[src/rtl/core/ppt_pkg.sv]
// Shared types and constants of the probable prime tester.
// Holds the result codes, multiplier operand selects and the
// controller/datapath command and status structs. No dependencies.
package ppt_pkg;

    localparam logic [2:0] REJ_NONE   = 3'd0;
    localparam logic [2:0] REJ_LOW    = 3'd1;
    localparam logic [2:0] REJ_FERMAT2 = 3'd2;
    localparam logic [2:0] REJ_FERMAT3 = 3'd3;
    localparam logic [2:0] REJ_STRONG = 3'd4;

    localparam logic [1:0] MSEL_ACC_SQ  = 2'd0;
    localparam logic [1:0] MSEL_SQ_SQ   = 2'd1;
    localparam logic [1:0] MSEL_ACC_ACC = 2'd2;
    localparam logic [1:0] MSEL_ONE_W   = 2'd3;

    typedef struct packed {
        logic       load_in;
        logic       mul_start;
        logic [1:0] mul_sel;
        logic       acc_one;
        logic       acc_from_r;
        logic       sq_set2;
        logic       sq_set3;
        logic       sq_from_r;
        logic       e_load_nm1;
        logic       e_load_d;
        logic       e_shift;
        logic       d_init;
        logic       d_shift;
        logic       s_dec;
    } ppt_cmd_t;

    typedef struct packed {
        logic n_lt2;
        logic n_2or3;
        logic n_even;
        logic e_zero;
        logic e_lsb;
        logic acc_one;
        logic acc_nm1;
        logic mul_busy;
        logic r_zero;
        logic r_nm1;
        logic d_odd;
        logic s_le1;
    } ppt_sts_t;

endpackage

[src/rtl/core/ppt_dp.sv]
// Datapath of the probable prime tester: operand registers and a
// bit-serial interleaved modular multiplier. Depends on ppt_pkg.
module ppt_dp
    import ppt_pkg::*;
#(
    parameter int WIDTH = 32
)
(
    input  logic             clk,
    input  logic             rst_n,
    input  logic [WIDTH-1:0] candidate,
    input  logic [WIDTH-1:0] witness,
    input  ppt_cmd_t         cmd,
    output ppt_sts_t         sts
);
    localparam int CW = $clog2(WIDTH + 1);

    logic [WIDTH-1:0] n_reg, w_reg, acc_reg, sq_reg, e_reg, d_reg, r_reg, mx_reg, my_reg;
    logic [CW-1:0]    s_reg, cnt_reg;
    logic             busy_reg, phase_reg;
    logic [WIDTH-1:0] nm1;
    logic [WIDTH:0]   sum, diff;
    logic [WIDTH-1:0] r_next;

    assign nm1 = n_reg - {{(WIDTH-1){1'b0}}, 1'b1};

    // one add and one compare-subtract per cycle: double on phase 0, add on phase 1
    always_comb
    begin
        if (phase_reg)
            sum = {1'b0, r_reg} + (my_reg[WIDTH-1] ? {1'b0, mx_reg} : '0);
        else
            sum = {1'b0, r_reg} + {1'b0, r_reg};
        diff   = sum - {1'b0, n_reg};
        r_next = diff[WIDTH] ? sum[WIDTH-1:0] : diff[WIDTH-1:0];
    end

    always_ff @(posedge clk or negedge rst_n)
    begin
        if (!rst_n)
        begin
            busy_reg  <= 1'b0;
            phase_reg <= 1'b0;
            cnt_reg   <= '0;
        end
        else if (cmd.mul_start)
        begin
            busy_reg  <= 1'b1;
            phase_reg <= 1'b0;
            cnt_reg   <= CW'(WIDTH);
        end
        else if (busy_reg)
        begin
            phase_reg <= ~phase_reg;
            if (phase_reg)
            begin
                cnt_reg <= cnt_reg - 1'b1;
                if (cnt_reg == CW'(1))
                    busy_reg <= 1'b0;
            end
        end
    end

    always_ff @(posedge clk)
    begin
        if (cmd.load_in)
        begin
            n_reg <= candidate;
            w_reg <= witness;
        end
        if (cmd.mul_start)
        begin
            r_reg <= '0;
            unique case (cmd.mul_sel)
                MSEL_ACC_SQ:
                begin
                    mx_reg <= acc_reg;
                    my_reg <= sq_reg;
                end
                MSEL_SQ_SQ:
                begin
                    mx_reg <= sq_reg;
                    my_reg <= sq_reg;
                end
                MSEL_ACC_ACC:
                begin
                    mx_reg <= acc_reg;
                    my_reg <= acc_reg;
                end
                default:
                begin
                    mx_reg <= {{(WIDTH-1){1'b0}}, 1'b1};
                    my_reg <= w_reg;
                end
            endcase
        end
        else if (busy_reg)
        begin
            r_reg <= r_next;
            if (phase_reg)
                my_reg <= {my_reg[WIDTH-2:0], 1'b0};
        end
        if (cmd.acc_one)
            acc_reg <= {{(WIDTH-1){1'b0}}, 1'b1};
        else if (cmd.acc_from_r)
            acc_reg <= r_reg;
        if (cmd.sq_set2)
            sq_reg <= WIDTH'(2);
        else if (cmd.sq_set3)
            sq_reg <= WIDTH'(3);
        else if (cmd.sq_from_r)
            sq_reg <= r_reg;
        if (cmd.e_load_nm1)
            e_reg <= nm1;
        else if (cmd.e_load_d)
            e_reg <= d_reg;
        else if (cmd.e_shift)
            e_reg <= {1'b0, e_reg[WIDTH-1:1]};
        if (cmd.d_init)
        begin
            d_reg <= nm1;
            s_reg <= '0;
        end
        else if (cmd.d_shift)
        begin
            d_reg <= {1'b0, d_reg[WIDTH-1:1]};
            s_reg <= s_reg + 1'b1;
        end
        else if (cmd.s_dec)
            s_reg <= s_reg - 1'b1;
    end

    always_comb
    begin
        sts.n_lt2    = (n_reg[WIDTH-1:1] == '0);
        sts.n_2or3   = (n_reg == WIDTH'(2)) || (n_reg == WIDTH'(3));
        sts.n_even   = ~n_reg[0];
        sts.e_zero   = (e_reg == '0);
        sts.e_lsb    = e_reg[0];
        sts.acc_one  = (acc_reg == WIDTH'(1));
        sts.acc_nm1  = (acc_reg == nm1);
        sts.mul_busy = busy_reg;
        sts.r_zero   = (r_reg == '0);
        sts.r_nm1    = (r_reg == nm1);
        sts.d_odd    = d_reg[0];
        sts.s_le1    = (s_reg <= CW'(1));
    end

endmodule

[src/rtl/core/ppt_ctrl.sv]
// Controller of the probable prime tester: sequences the Fermat and
// strong rounds and holds the result beat. Depends on ppt_pkg.
module ppt_ctrl
    import ppt_pkg::*;
(
    input  logic     clk,
    input  logic     rst_n,
    input  logic     in_valid,
    output logic     in_ready,
    output logic     out_valid,
    input  logic     out_ready,
    output logic     out_prime,
    output logic [2:0] out_code,
    input  ppt_sts_t sts,
    output ppt_cmd_t cmd
);
    localparam logic [3:0] S_IDLE   = 4'd0;
    localparam logic [3:0] S_CHECK  = 4'd1;
    localparam logic [3:0] S_PINIT  = 4'd2;
    localparam logic [3:0] S_PBIT   = 4'd3;
    localparam logic [3:0] S_PWA    = 4'd4;
    localparam logic [3:0] S_PMS    = 4'd5;
    localparam logic [3:0] S_PWS    = 4'd6;
    localparam logic [3:0] S_PEND   = 4'd7;
    localparam logic [3:0] S_WRED   = 4'd8;
    localparam logic [3:0] S_DS     = 4'd9;
    localparam logic [3:0] S_SQ     = 4'd10;
    localparam logic [3:0] S_SQW    = 4'd11;
    localparam logic [3:0] S_OUT    = 4'd12;

    localparam logic [1:0] PH_F2 = 2'd0;
    localparam logic [1:0] PH_F3 = 2'd1;
    localparam logic [1:0] PH_SR = 2'd2;

    logic [3:0] state_reg, state_next;
    logic [1:0] ph_reg, ph_next;
    logic [2:0] code_reg, code_next;
    logic       ov_reg, ov_next, op_reg, op_next;
    logic [2:0] oc_reg, oc_next;

    assign in_ready  = (state_reg == S_IDLE);
    assign out_valid = ov_reg;
    assign out_prime = op_reg;
    assign out_code  = oc_reg;

    always_comb
    begin
        state_next = state_reg;
        ph_next    = ph_reg;
        code_next  = code_reg;
        ov_next    = ov_reg && !out_ready;
        op_next    = op_reg;
        oc_next    = oc_reg;
        cmd        = '0;
        unique case (state_reg)
            S_IDLE:
            begin
                if (in_valid)
                begin
                    cmd.load_in = 1'b1;
                    state_next  = S_CHECK;
                end
            end
            S_CHECK:
            begin
                ph_next = PH_F2;
                if (sts.n_lt2)
                begin
                    code_next  = REJ_LOW;
                    state_next = S_OUT;
                end
                else if (sts.n_2or3)
                begin
                    code_next  = REJ_NONE;
                    state_next = S_OUT;
                end
                else if (sts.n_even)
                begin
                    code_next  = REJ_FERMAT2;
                    state_next = S_OUT;
                end
                else
                    state_next = S_PINIT;
            end
            S_PINIT:
            begin
                cmd.acc_one    = 1'b1;
                cmd.sq_set2    = (ph_reg == PH_F2);
                cmd.sq_set3    = (ph_reg == PH_F3);
                cmd.e_load_nm1 = (ph_reg != PH_SR);
                cmd.e_load_d   = (ph_reg == PH_SR);
                state_next     = S_PBIT;
            end
            S_PBIT:
            begin
                if (sts.e_zero)
                    state_next = S_PEND;
                else if (sts.e_lsb)
                begin
                    cmd.mul_start = 1'b1;
                    cmd.mul_sel   = MSEL_ACC_SQ;
                    state_next    = S_PWA;
                end
                else
                    state_next = S_PMS;
            end
            S_PWA:
            begin
                if (!sts.mul_busy)
                begin
                    cmd.acc_from_r = 1'b1;
                    state_next     = S_PMS;
                end
            end
            S_PMS:
            begin
                cmd.mul_start = 1'b1;
                cmd.mul_sel   = MSEL_SQ_SQ;
                state_next    = S_PWS;
            end
            S_PWS:
            begin
                if (!sts.mul_busy)
                begin
                    cmd.sq_from_r = 1'b1;
                    cmd.e_shift   = 1'b1;
                    state_next    = S_PBIT;
                end
            end
            S_PEND:
            begin
                unique case (ph_reg)
                    PH_F2:
                    begin
                        if (!sts.acc_one)
                        begin
                            code_next  = REJ_FERMAT2;
                            state_next = S_OUT;
                        end
                        else
                        begin
                            ph_next    = PH_F3;
                            state_next = S_PINIT;
                        end
                    end
                    PH_F3:
                    begin
                        if (!sts.acc_one)
                        begin
                            code_next  = REJ_FERMAT3;
                            state_next = S_OUT;
                        end
                        else
                        begin
                            // reduce the witness modulo the candidate
                            cmd.mul_start = 1'b1;
                            cmd.mul_sel   = MSEL_ONE_W;
                            state_next    = S_WRED;
                        end
                    end
                    default:
                    begin
                        if (sts.acc_one || sts.acc_nm1)
                        begin
                            code_next  = REJ_NONE;
                            state_next = S_OUT;
                        end
                        else
                            state_next = S_SQ;
                    end
                endcase
            end
            S_WRED:
            begin
                if (!sts.mul_busy)
                begin
                    cmd.sq_from_r = 1'b1;
                    cmd.d_init    = 1'b1;
                    if (sts.r_zero)
                    begin
                        code_next  = REJ_NONE;
                        state_next = S_OUT;
                    end
                    else
                        state_next = S_DS;
                end
            end
            S_DS:
            begin
                if (sts.d_odd)
                begin
                    ph_next    = PH_SR;
                    state_next = S_PINIT;
                end
                else
                    cmd.d_shift = 1'b1;
            end
            S_SQ:
            begin
                if (sts.s_le1)
                begin
                    code_next  = REJ_STRONG;
                    state_next = S_OUT;
                end
                else
                begin
                    cmd.mul_start = 1'b1;
                    cmd.mul_sel   = MSEL_ACC_ACC;
                    cmd.s_dec     = 1'b1;
                    state_next    = S_SQW;
                end
            end
            S_SQW:
            begin
                if (!sts.mul_busy)
                begin
                    cmd.acc_from_r = 1'b1;
                    if (sts.r_nm1)
                    begin
                        code_next  = REJ_NONE;
                        state_next = S_OUT;
                    end
                    else
                        state_next = S_SQ;
                end
            end
            S_OUT:
            begin
                if (!ov_reg || out_ready)
                begin
                    ov_next    = 1'b1;
                    op_next    = (code_reg == REJ_NONE);
                    oc_next    = code_reg;
                    state_next = S_IDLE;
                end
            end
            default:
                state_next = S_IDLE;
        endcase
    end

    always_ff @(posedge clk or negedge rst_n)
    begin
        if (!rst_n)
        begin
            state_reg <= S_IDLE;
            ov_reg    <= 1'b0;
        end
        else
        begin
            state_reg <= state_next;
            ov_reg    <= ov_next;
        end
    end

    always_ff @(posedge clk)
    begin
        ph_reg   <= ph_next;
        code_reg <= code_next;
        op_reg   <= op_next;
        oc_reg   <= oc_next;
    end

endmodule

[src/rtl/core/probable_prime_tester.sv]
// Top level of the probable prime tester (Miller-Rabin with Fermat checks).
// Joins ppt_ctrl and ppt_dp; depends on ppt_pkg.
//
// Usage:
//   Slave channel s_*: one beat carries a candidate and a witness base.
//   Master channel m_*: one result beat per input beat, in order.
//   Candidates 0 and 1 are rejected, 2 and 3 pass, even ones fail the
//   base-2 Fermat test at once. Odd candidates run Fermat bases 2 and 3,
//   reduce the witness modulo the candidate, then, unless it reduces to
//   zero, one strong round. Each modular product runs on the bit-serial
//   multiplier, which doubles and then adds for each multiplier bit (one
//   add and compare-subtract per cycle). Small and even candidates pass
//   through the check and output states; their result shows in the same
//   cycle that the input is free again.
//   Throughput: one candidate at a time; s_tready is high only when idle.
//   The result register parts the two sides: the next candidate is taken
//   while a finished result still waits on m_tready.
//   Stall: m_tvalid and m_tdata hold until m_tready; a second result then
//   waits in the controller until the register drains.
//   Reset: rst_n clears the controller and multiplier and drops m_tvalid;
//   the item in flight and any result waiting on m_tready are lost.
module probable_prime_tester
    import ppt_pkg::*;
#(
    parameter int WIDTH = 32
)
(
    input  logic                                clk,
    input  logic                                rst_n,
    input  logic                                s_tvalid,
    output logic                                s_tready,
    // s_tdata, lowest bit up: candidate, witness, zero pad to whole bytes
    input  logic [((2*WIDTH+7)/8)*8-1:0]        s_tdata,
    output logic                                m_tvalid,
    input  logic                                m_tready,
    // m_tdata, lowest bit up: is_probable_prime, rejected_by[2:0], zero pad
    output logic [7:0]                          m_tdata
);
    ppt_cmd_t   cmd;
    ppt_sts_t   sts;
    logic       prime;
    logic [2:0] code;

    ppt_ctrl u_ctrl (
        .clk       (clk),
        .rst_n     (rst_n),
        .in_valid  (s_tvalid),
        .in_ready  (s_tready),
        .out_valid (m_tvalid),
        .out_ready (m_tready),
        .out_prime (prime),
        .out_code  (code),
        .sts       (sts),
        .cmd       (cmd)
    );

    ppt_dp #(.WIDTH(WIDTH)) u_dp (
        .clk       (clk),
        .rst_n     (rst_n),
        .candidate (s_tdata[WIDTH-1:0]),
        .witness   (s_tdata[2*WIDTH-1:WIDTH]),
        .cmd       (cmd),
        .sts       (sts)
    );

    // pack the result beat; upper bits stay zero
    assign m_tdata = {4'b0000, code, prime};

endmodule

[config.mk]
export PLATFORM = sky130hd
export DESIGN_NAME = probable_prime_tester
export DESIGN_NICKNAME = d
export VERILOG_FILES = /design/src/rtl/core/ppt_pkg.sv /design/src/rtl/core/ppt_dp.sv /design/src/rtl/core/ppt_ctrl.sv /design/src/rtl/core/probable_prime_tester.sv
export SDC_FILE = /design/constraint.sdc
export NUM_CORES = 1
export LEC_CHECK = 0
export BUFFER_PORTS_ARGS = -buffer_cell sky130_fd_sc_hd__buf_2
export CORE_MARGIN = 2
export CORE_UTILIZATION = 56
export CTS_CLUSTER_SIZE = 24
export DETAILED_ROUTE_END_ITERATION = 8
export PLACE_DENSITY = 0.73
export SETUP_SLACK_MARGIN = 0.02
export SLEW_MARGIN = 20
export SYNTH_ARGS = -nofsm -noshare
export SYNTH_HDL_FRONTEND = slang
export SYNTH_SLANG_ARGS = --single-unit
[constraint.sdc]
create_clock -name clk -period 11.97 [get_ports clk]
set_input_delay 1.197 -clock clk [delete_from_list [all_inputs] [get_ports clk]]
set_output_delay 1.197 -clock clk [all_outputs]
set_load 0.02 [all_outputs]
* After elaboration in Yosys (flattened, before gate mapping)
Cells that the tools add are included.
** Word-level totals
- Register bits :: 316
- Input port bits :: 68
- Output and inout bits :: 10
** Operators by class
- Add/subtract/negate cells :: 7
- Magnitude comparators :: 1
- Eq/ne operators :: 39
- Multiplexer cells :: 85
- Bitwise logic cells :: 1
- Reduce and logical (&&, ||, !) cells :: 31
** Operators by type and width (number)
- $mux W32 :: 10
- $pmux W32 S2 :: 2
- $add A32 B32 Y33 :: 2
- $eq A32 B2 Y1 const B :: 2
- $eq A32 B32 Y1 :: 2
- $logic_not A32 Y1 :: 2
- $mux W3 :: 21
- $pmux W4 S13 :: 1
- $mux W4 :: 12
- $mux W33 :: 1
- $sub A33 B32 Y33 :: 1
- $eq A32 B1 Y1 const B :: 1
- $sub A32 B1 Y32 const B :: 1
- $logic_not A31 Y1 :: 1
- $mux W6 :: 5
- $mux W1 :: 23
- $eq A4 B4 Y1 const B :: 5
- $ne A2 B2 Y1 const B :: 9
- $eq A4 B3 Y1 const B :: 4
- $pmux W3 S5 :: 1
- $pmux W3 S4 :: 1
- $sub A6 B1 Y6 const B :: 2
- $mux W2 :: 5
- $reduce_and A10 Y1 :: 1
- 28 further kinds :: 49

* Logic depth before layout (Yosys ltp)
Gate-level depths: netlist of the first run.
- Depth in word-level cells :: 8
- Mapped depth :: 28
- Mapped depth without buffers :: 23

* Cells and area by module
From an unflattened synthesis of the first run, not the netlist that was laid out.
** Second synthesis, totals
- Cells, all modules :: 2092
- Area, all modules :: 19526.2 um2
** Modules (own cells, without submodules)
- ppt_dp :: instances 1, cells an instance 1953, area an instance 18397.6 um2, sequential area each 8007.7 um2
- ppt_ctrl :: instances 1, cells an instance 133, area an instance 1087.3 um2, sequential area each 395.4 um2
- probable_prime_tester :: instances 1, cells an instance 6, area an instance 41.3 um2, sequential area each 0.0 um2

* Worst setup path before layout of the first run
Ideal clock, no wire load.
- Path kind :: register to register
- From :: reg u_dp.phase_reg
- To :: reg u_dp.r_reg[25]
- Setup time :: 0.133 ns
- Data arrival time :: 5.682 ns
- Data required time :: 11.837 ns
- Path slack :: 6.154 ns
- Cell stages (with the launch flop) :: 29
- Path buffers :: 5
- Clock period less this slack :: 5.816 ns
- Cells stage by stage :: dfrtp_1 clkbuf_1 and2_1 clkbuf_1 clkbuf_1 nand2_1 o21ai_0 ha_1 inv_1 fa_1 nand2b_1 a21oi_1 o21ai_1 a311oi_1 o2111ai_1 a31oi_1 xor2_1 ha_1 inv_1 o21ai_0 a21o_1 a221o_1 o31a_1 a31oi_1 and3b_1 buf_2 clkbuf_1 nor4_1 nor3_1
** Between the ends
- Longest elaborated chain between the ends :: 3
** Ends and longest elaborated chain
- start, declared :: RTL line ppt_dp.sv:20 : logic busy_reg, phase_reg;
- start signal, assigned :: RTL line ppt_dp.sv:54 : phase_reg <= ~phase_reg;
- $mux W33 * :: RTL line ppt_dp.sv:30 : if (phase_reg)
- $sub A33 B32 Y33 :: RTL line ppt_dp.sv:34 : diff = sum - {1'b0, n_reg};
- $mux W32 * :: RTL line ppt_dp.sv:35 : r_next = diff[WIDTH] ? sum[WIDTH-1:0] : diff[WIDTH-1:0];
- end signal, assigned :: RTL line ppt_dp.sv:99 : r_reg <= r_next;
- end, declared :: RTL line ppt_dp.sv:18 : logic [WIDTH-1:0] n_reg, w_reg, acc_reg, sq_reg, e_reg, d_reg, r_reg, mx_reg, my_reg;
Every way passes the cells marked *; elsewhere a longest branch is shown, timed or not.
A chain may end at the register's enable or synchronous reset.

* Worst setup path in the final report of the first run
- From :: reg u_dp.phase_reg
- To :: reg u_dp.r_reg[14]
Same word-level chain as after synthesis.

==> results by group, run 1 <==
Run status
  • Run status: finished, final reports clean

Worst setup path
  • Critical path class: reg2reg
  • Setup crit end kind: register
  • Cell count along the critical path: 24
  • Crit path DAT: 7.18 ns
  • Startpoint types: register
  • Crit path cell chain: and2_1 -> buf_4 -> nand2_1 -> o21ai_0 -> ha_1 -> inv_1 -> fa_1 -> nand2b_1 -> a21oi_1 -> o21ai_1 -> a311oi_1 -> o2111ai_1 -> a31oi_1 -> xor2_1 -> ha_1 -> inv_1 -> o21ai_0 -> a21o_1 -> a221o_1 -> o31a_1 -> a31oi_1 -> and3b_1 -> or4_1 -> and3_1
  • Worst Path Required: 12.43 ns
  • Crit Path Max Fanout: 32
  • Worst path top cell family by delay: compound AO/OA/AOI/OAI gates
  • Crit path buf inv count: 3
  • R2R cell count: 24
  • Slowest cell on the critical path: or4_1
  • R2R Setup Slk: 5.25 ns
  • Critical path's largest stage delay: 0.58 ns

Synthesis
  • Synth cell types: 95
  • Asr flop ratio synth: 4.11%
  • Compound-cell area share of the yosys netlist: 19.2%
  • Predominant post-synthesis flop cell: edfxtp_1
  • YS warnings: 0
  • Gate Count Post-Synth: 2314
  • Multiplexer share of the synthesized area: 2.14%
  • Number of flops mapped to enable cells by yosys: 201
  • Syn_area_per_cell: 8.71 um^2
  • Largest family of logic cells by synthesized area: simple AND/OR/NAND/NOR gates
  • Count of state elements after synthesis: 316
  • Top-count cell post-synth: nand2_1
  • Post-synth top area cell: edfxtp_1
  • Simple-Gate Fraction of Synth Area: 21.7%
  • Most frequent cells after synthesis: 334 x nand2_1, 201 x edfxtp_1, 186 x nor2_1
  • Post-Synth XOR/XNOR Area: 5.49%
  • Netlist Area Pre-Place: 20200 um^2
  • Top post-synthesis cells by area: edfxtp_1 30%, dfxtp_1 10%, nand2_1 6.2%
  • Top cell type's share of synthesized area: 30.0%
  • Adder-cell area share of the yosys netlist: 4.67%
  • Seq/Total Area, Yosys: 41.7%

Global route
  • Most Crowded Layer GR: met2
  • M2 GR Usage: 57.9%
  • Grt met3 use: 5.24%
  • GR Util met1: 47.2%
  • First-pass GRT wire length: 106 mm
  • Vias in the first global route: 17.5k
  • Largest net degree at the start of global routing: 65
  • Initial antenna violation count: 0
  • Tot GR Track Use: 36.5%
  • GRT Residual Overflow: 0

Timing
  • TNS Setup: 0 ns
  • Hold Violations, Final: 0
  • Final Cycle Share: 56.1%
  • Final max-slew violation count: 0
  • F_max: 149 MHz
  • Slew margin rel.: 33.1%
  • RSZ-0062 raised after global routing: false
  • Final setup vio count: 0
  • Clk_skew: 0.0232 ns
  • Least-Margin Pin Slew: 0.995 ns
  • Minimum clock period: 6.72 ns

Finish
  • Fin util: 62.0%
  • Final Net Count: 2444
  • P&R area growth vs syn: 9.25%
  • Share of cells above drive strength 1: 10.8%
  • Number of diodes: 0
  • Register area: 8400 um^2
  • Fillers: 3094
  • Footprint of the multi-input gates: 10800 um^2

Route
  • DR vias/cell: 6.66
  • Drt pass-1 iters: 7
  • DR vias: 18.6k
  • Total Routed Length: 69.7 mm
  • Antenna-violating nets left: 0
  • DR iter-0 viols: 1906
  • DR DRC count: 0
  • Average wire per standard cell: 24.9 um

Clocking
  • Clk Latency, worst-skew pair: 0.56 ns
  • CTS tree: built
  • Root Driver: clkbuf_16
  • Buffer count from post-CTS setup fixing: 0
  • H-Tree Depth: 2
  • Clk buf depth: 3
  • Hold buffers post-CTS: 0
  • Total CTS buffers: 37
  • Clock transition at path regs: 0.06 ns
  • PostCTS Resize Cnt: 0
  • Clk sinks: 316

Placement
  • IO buf count: 73
  • RePlAce Congestion: 1.05
  • Hpwl dp: 52.3 mm

Min path
  • Worst hold-check path type: reg2reg
  • Worst hold path depth: 0

Die
  • Die W: 194 um
  • Initial Utilization: 56.8%
  • Ports: 78
  • Area of the core: 35500 um^2
  • Die height: 194 um
  • Rows: 69
  • Die area: 37500 um^2

Flow run
  • Max Cap Viol: 0
## path summary, 6_finish.rpt
check                                   start                  end
setup / recovery               u_dp.phase_reg       u_dp.r_reg[14]
hold / removal             u_ctrl.code_reg[1]   u_ctrl.out_code[1]
setup reg to reg               u_dp.phase_reg       u_dp.r_reg[14]
hold reg to reg            u_ctrl.code_reg[1]   u_ctrl.out_code[1]
max in group asynchronous               rst_n      u_dp.cnt_reg[0]
min in group asynchronous               rst_n  u_ctrl.state_reg[2]
## area by class of cell
cell class | instances | area share [%]
inverter | 93 | 1.59
clock buffer | 48 | 4.72
tap | 461 | 2.62
multi-input combinational | 1748 | 49.1
clock inverter | 20 | 1.00
sequential | 316 | 38.2
timing repair buffer | 106 | 2.78
## metrics by stage
stage | hold slack, ns | setup slack, ns | instance area [um^2] | cells
after global routing | 0.463 | 4.76 | 22000 | 2792
after global placement | 0.436 | 5.33 | 20700 | 2724
after CTS | 0.443 | 5.16 | 22000 | 2792
final | 0.439 | 5.25 | 22000 | 2792
after floorplan | 0.427 | 6.15 | 20200 | 2317
after detailed placement | 0.438 | 5.18 | 20700 | 2724
## kinds of logic (layout without fill, tap and decap cells)
family,Yosys count,in the layout
compound gates,621,621
xor+xnor,117,117
fa+ha+maj,74,74
buf+inv,253,267
flops,316,316
mux,39,39
other cells,1,4
simple gates,893,893
## metal layers
layer / share of wire, % / vias up / wire [um]
li1: - / 8456 / -
met1: 40 / 8945 / 27900
met2: 46 / 937 / 31800
met3: 7.2 / 252 / 4990
met4: 7.1 / 0 / 4950
met5: 0 / - / 0
## layout by cell type, fill, tap and decap left out, drive strengths merged, types with 33 or more instances in the layout
master,count
nand3,47
nor2,186
o21ai,178
nor3,62
mux2,33
a31oi,59
nand4,33
xor2,34
edfxtp,201
ha,72
dfxtp,102
inv,95
a21oi,167
a22oi,37
clkbuf,48
buf,106
nand2,334
xnor2,77
nor4,86
Power of run 1 is left out: the tool's default activity adds up to more than one toggle a clock period on the data nets, which glitch-free logic cannot reach.
==> run 2, diff against run 1 <==
==> constraint.sdc (replaced) <==
create_clock -name clk -period 7 [get_ports clk]
set_input_delay 0.7 -clock clk [delete_from_list [all_inputs] [get_ports clk]]
set_output_delay 0.7 -clock clk [all_outputs]
set_load 0.02 [all_outputs]
==> results by group, run 2 (synthesized netlist as in run 1, its figures left out) <==
Run status
  • Run status: finished, final reports clean

Min path
  • Worst hold-check path type: in2async

Worst setup path
  • Critical path class: reg2reg
  • Startpoint types: register
  • R2R Setup Slk: 0.39 ns
  • Critical R2R Capture: u_dp.r_reg[2]
  • Worst Path Required: 7.43 ns
  • FF-to-FF Start: u_dp.phase_reg
  • Crit path DAT: 7.04 ns
  • R2R cell count: 24
  • Crit path from: u_dp.phase_reg
  • Crit Path Max Fanout: 24
  • Setup crit end kind: register

Clocking
  • Clk Latency, worst-skew pair: 0.56 ns
  • CTS tree: built
  • Root Driver: clkbuf_16
  • Clock transition at path regs: 0.06 ns
  • Clk buf depth: 3
  • Total CTS buffers: 37
  • H-Tree Depth: 2
  • Buffer count from post-CTS setup fixing: 0
  • Clk sinks: 316

Timing
  • RSZ-0062 raised after global routing: false
  • Final setup vio count: 0
  • Least-Margin Pin Slew: 1.18 ns
  • F_max: 151 MHz
  • Final Cycle Share: 94.4%
  • Hold Violations, Final: 0
  • Clk_skew: 0.0144 ns
  • Minimum clock period: 6.61 ns
  • Final max-slew violation count: 0
  • Slew margin rel.: 19.2%
  • Hold Slack: 0.0629 ns
  • TNS Setup: 0 ns

Flow run
  • Max Cap Viol: 0

Global route
  • Initial antenna violation count: 0
  • Tot GR Track Use: 37.0%
  • Vias in the first global route: 17.4k
  • Largest net degree at the start of global routing: 98
  • First-pass GRT wire length: 107 mm
  • GRT Residual Overflow: 0

Route
  • Total Routed Length: 70.9 mm
  • DR iter-0 viols: 2111
  • Antenna-violating nets left: 0
  • DR vias/cell: 6.66
  • DR DRC count: 0
  • DR vias: 18.7k
  • Drt pass-1 iters: 7
  • Average wire per standard cell: 25.3 um

Placement
  • RePlAce Congestion: 1.06
  • Hpwl dp: 51.9 mm
  • IO buf count: 73

Die
  • Rows: 69
  • Ports: 78
  • Area of the core: 35500 um^2
  • Initial Utilization: 56.8%
  • Die W: 194 um
  • Die height: 194 um
  • Die area: 37500 um^2

Finish
  • Share of cells above drive strength 1: 11.1%
  • Final Net Count: 2453
  • Number of diodes: 0
  • P&R area growth vs syn: 9.74%
  • Commonest non-fill, non-tap cell in the layout: nand2_1
  • Most frequent cells in the layout: 334 x nand2_1, 201 x edfxtp_1, 182 x nor2_1, 175 x o21ai_0, 166 x a21oi_1
[run 2: how the worst max path moves through the flow]
stage / end / depth (start not counted)
after floorplan: u_dp.r_reg[25] / 28
after global placement: u_dp.r_reg[14] / 23
after detailed placement: u_dp.r_reg[14] / 23
after CTS: u_dp.r_reg[17] / 23
after global routing: u_dp.r_reg[1] / 24
final: u_dp.r_reg[2] / 24
[run 2: per-stage QoR]
stage	setup WS [ns]	std cells	area (um^2)	utilization, %
after floorplan	1.18	2317	20200	-
after global placement	0.613	2733	20800	58.7
after detailed placement	0.413	2733	20800	58.7
after CTS	0.368	2801	22100	62.3
after global routing	0.0685	2801	22100	62.3
final	0.391	2801	22100	62.3
[run 2: final cells by class]
class	count	area [um^2]
well taps	461	577
clock inverters	21	256
fillers	2982	13400
flip-flops and latches	316	8400
clock buffers	47	1020
repair buffers	115	693
inverters	93	350
multi-input cells	1748	10800
[run 2: layer usage]
| metal | global-route usage [%] | vias to the layer above | wire (um) | share of wire [%] |
|---|---|---|---|---|
| li1 | - | 8480 | - | - |
| met1 | 49.1 | 8912 | 28400 | 40 |
| met2 | 57.3 | 1024 | 31600 | 45 |
| met3 | 5.93 | 241 | 6250 | 8.8 |
| met4 | 21.9 | 0 | 4610 | 6.5 |
| met5 | 0 | - | 0 | 0 |
[run 2: repair_timing]
| action | CTS | global route |
|---|---|---|
| hold buffers | 0 | 0 |
| endpoints found under the setup margin | 0 | 2 |
| resized for setup | 0 | 1 |
[run 2: worst max-delay path: stages, from the launching register on]
cell and delay [ns]:
dfrtp_1 0.45, and2_1 0.21, nand2_1 0.06, o21ai_0 0.08, ha_1 0.23, inv_1 0.07
fa_1 0.42, nand2b_1 0.18, a21oi_1 0.25, o21ai_1 0.21, a311oi_1 0.43, o2111ai_1 0.34
a31oi_1 0.30, xor2_1 0.32, ha_1 0.32, inv_1 0.14, o21ai_0 0.10, a21o_1 0.20
a221o_1 0.32, o31a_1 0.24, a31oi_1 0.47, and3_1 0.45, buf_4 0.36, o2111ai_1 0.16
o311ai_0 0.15
Power of run 2 is left out for the same reason.
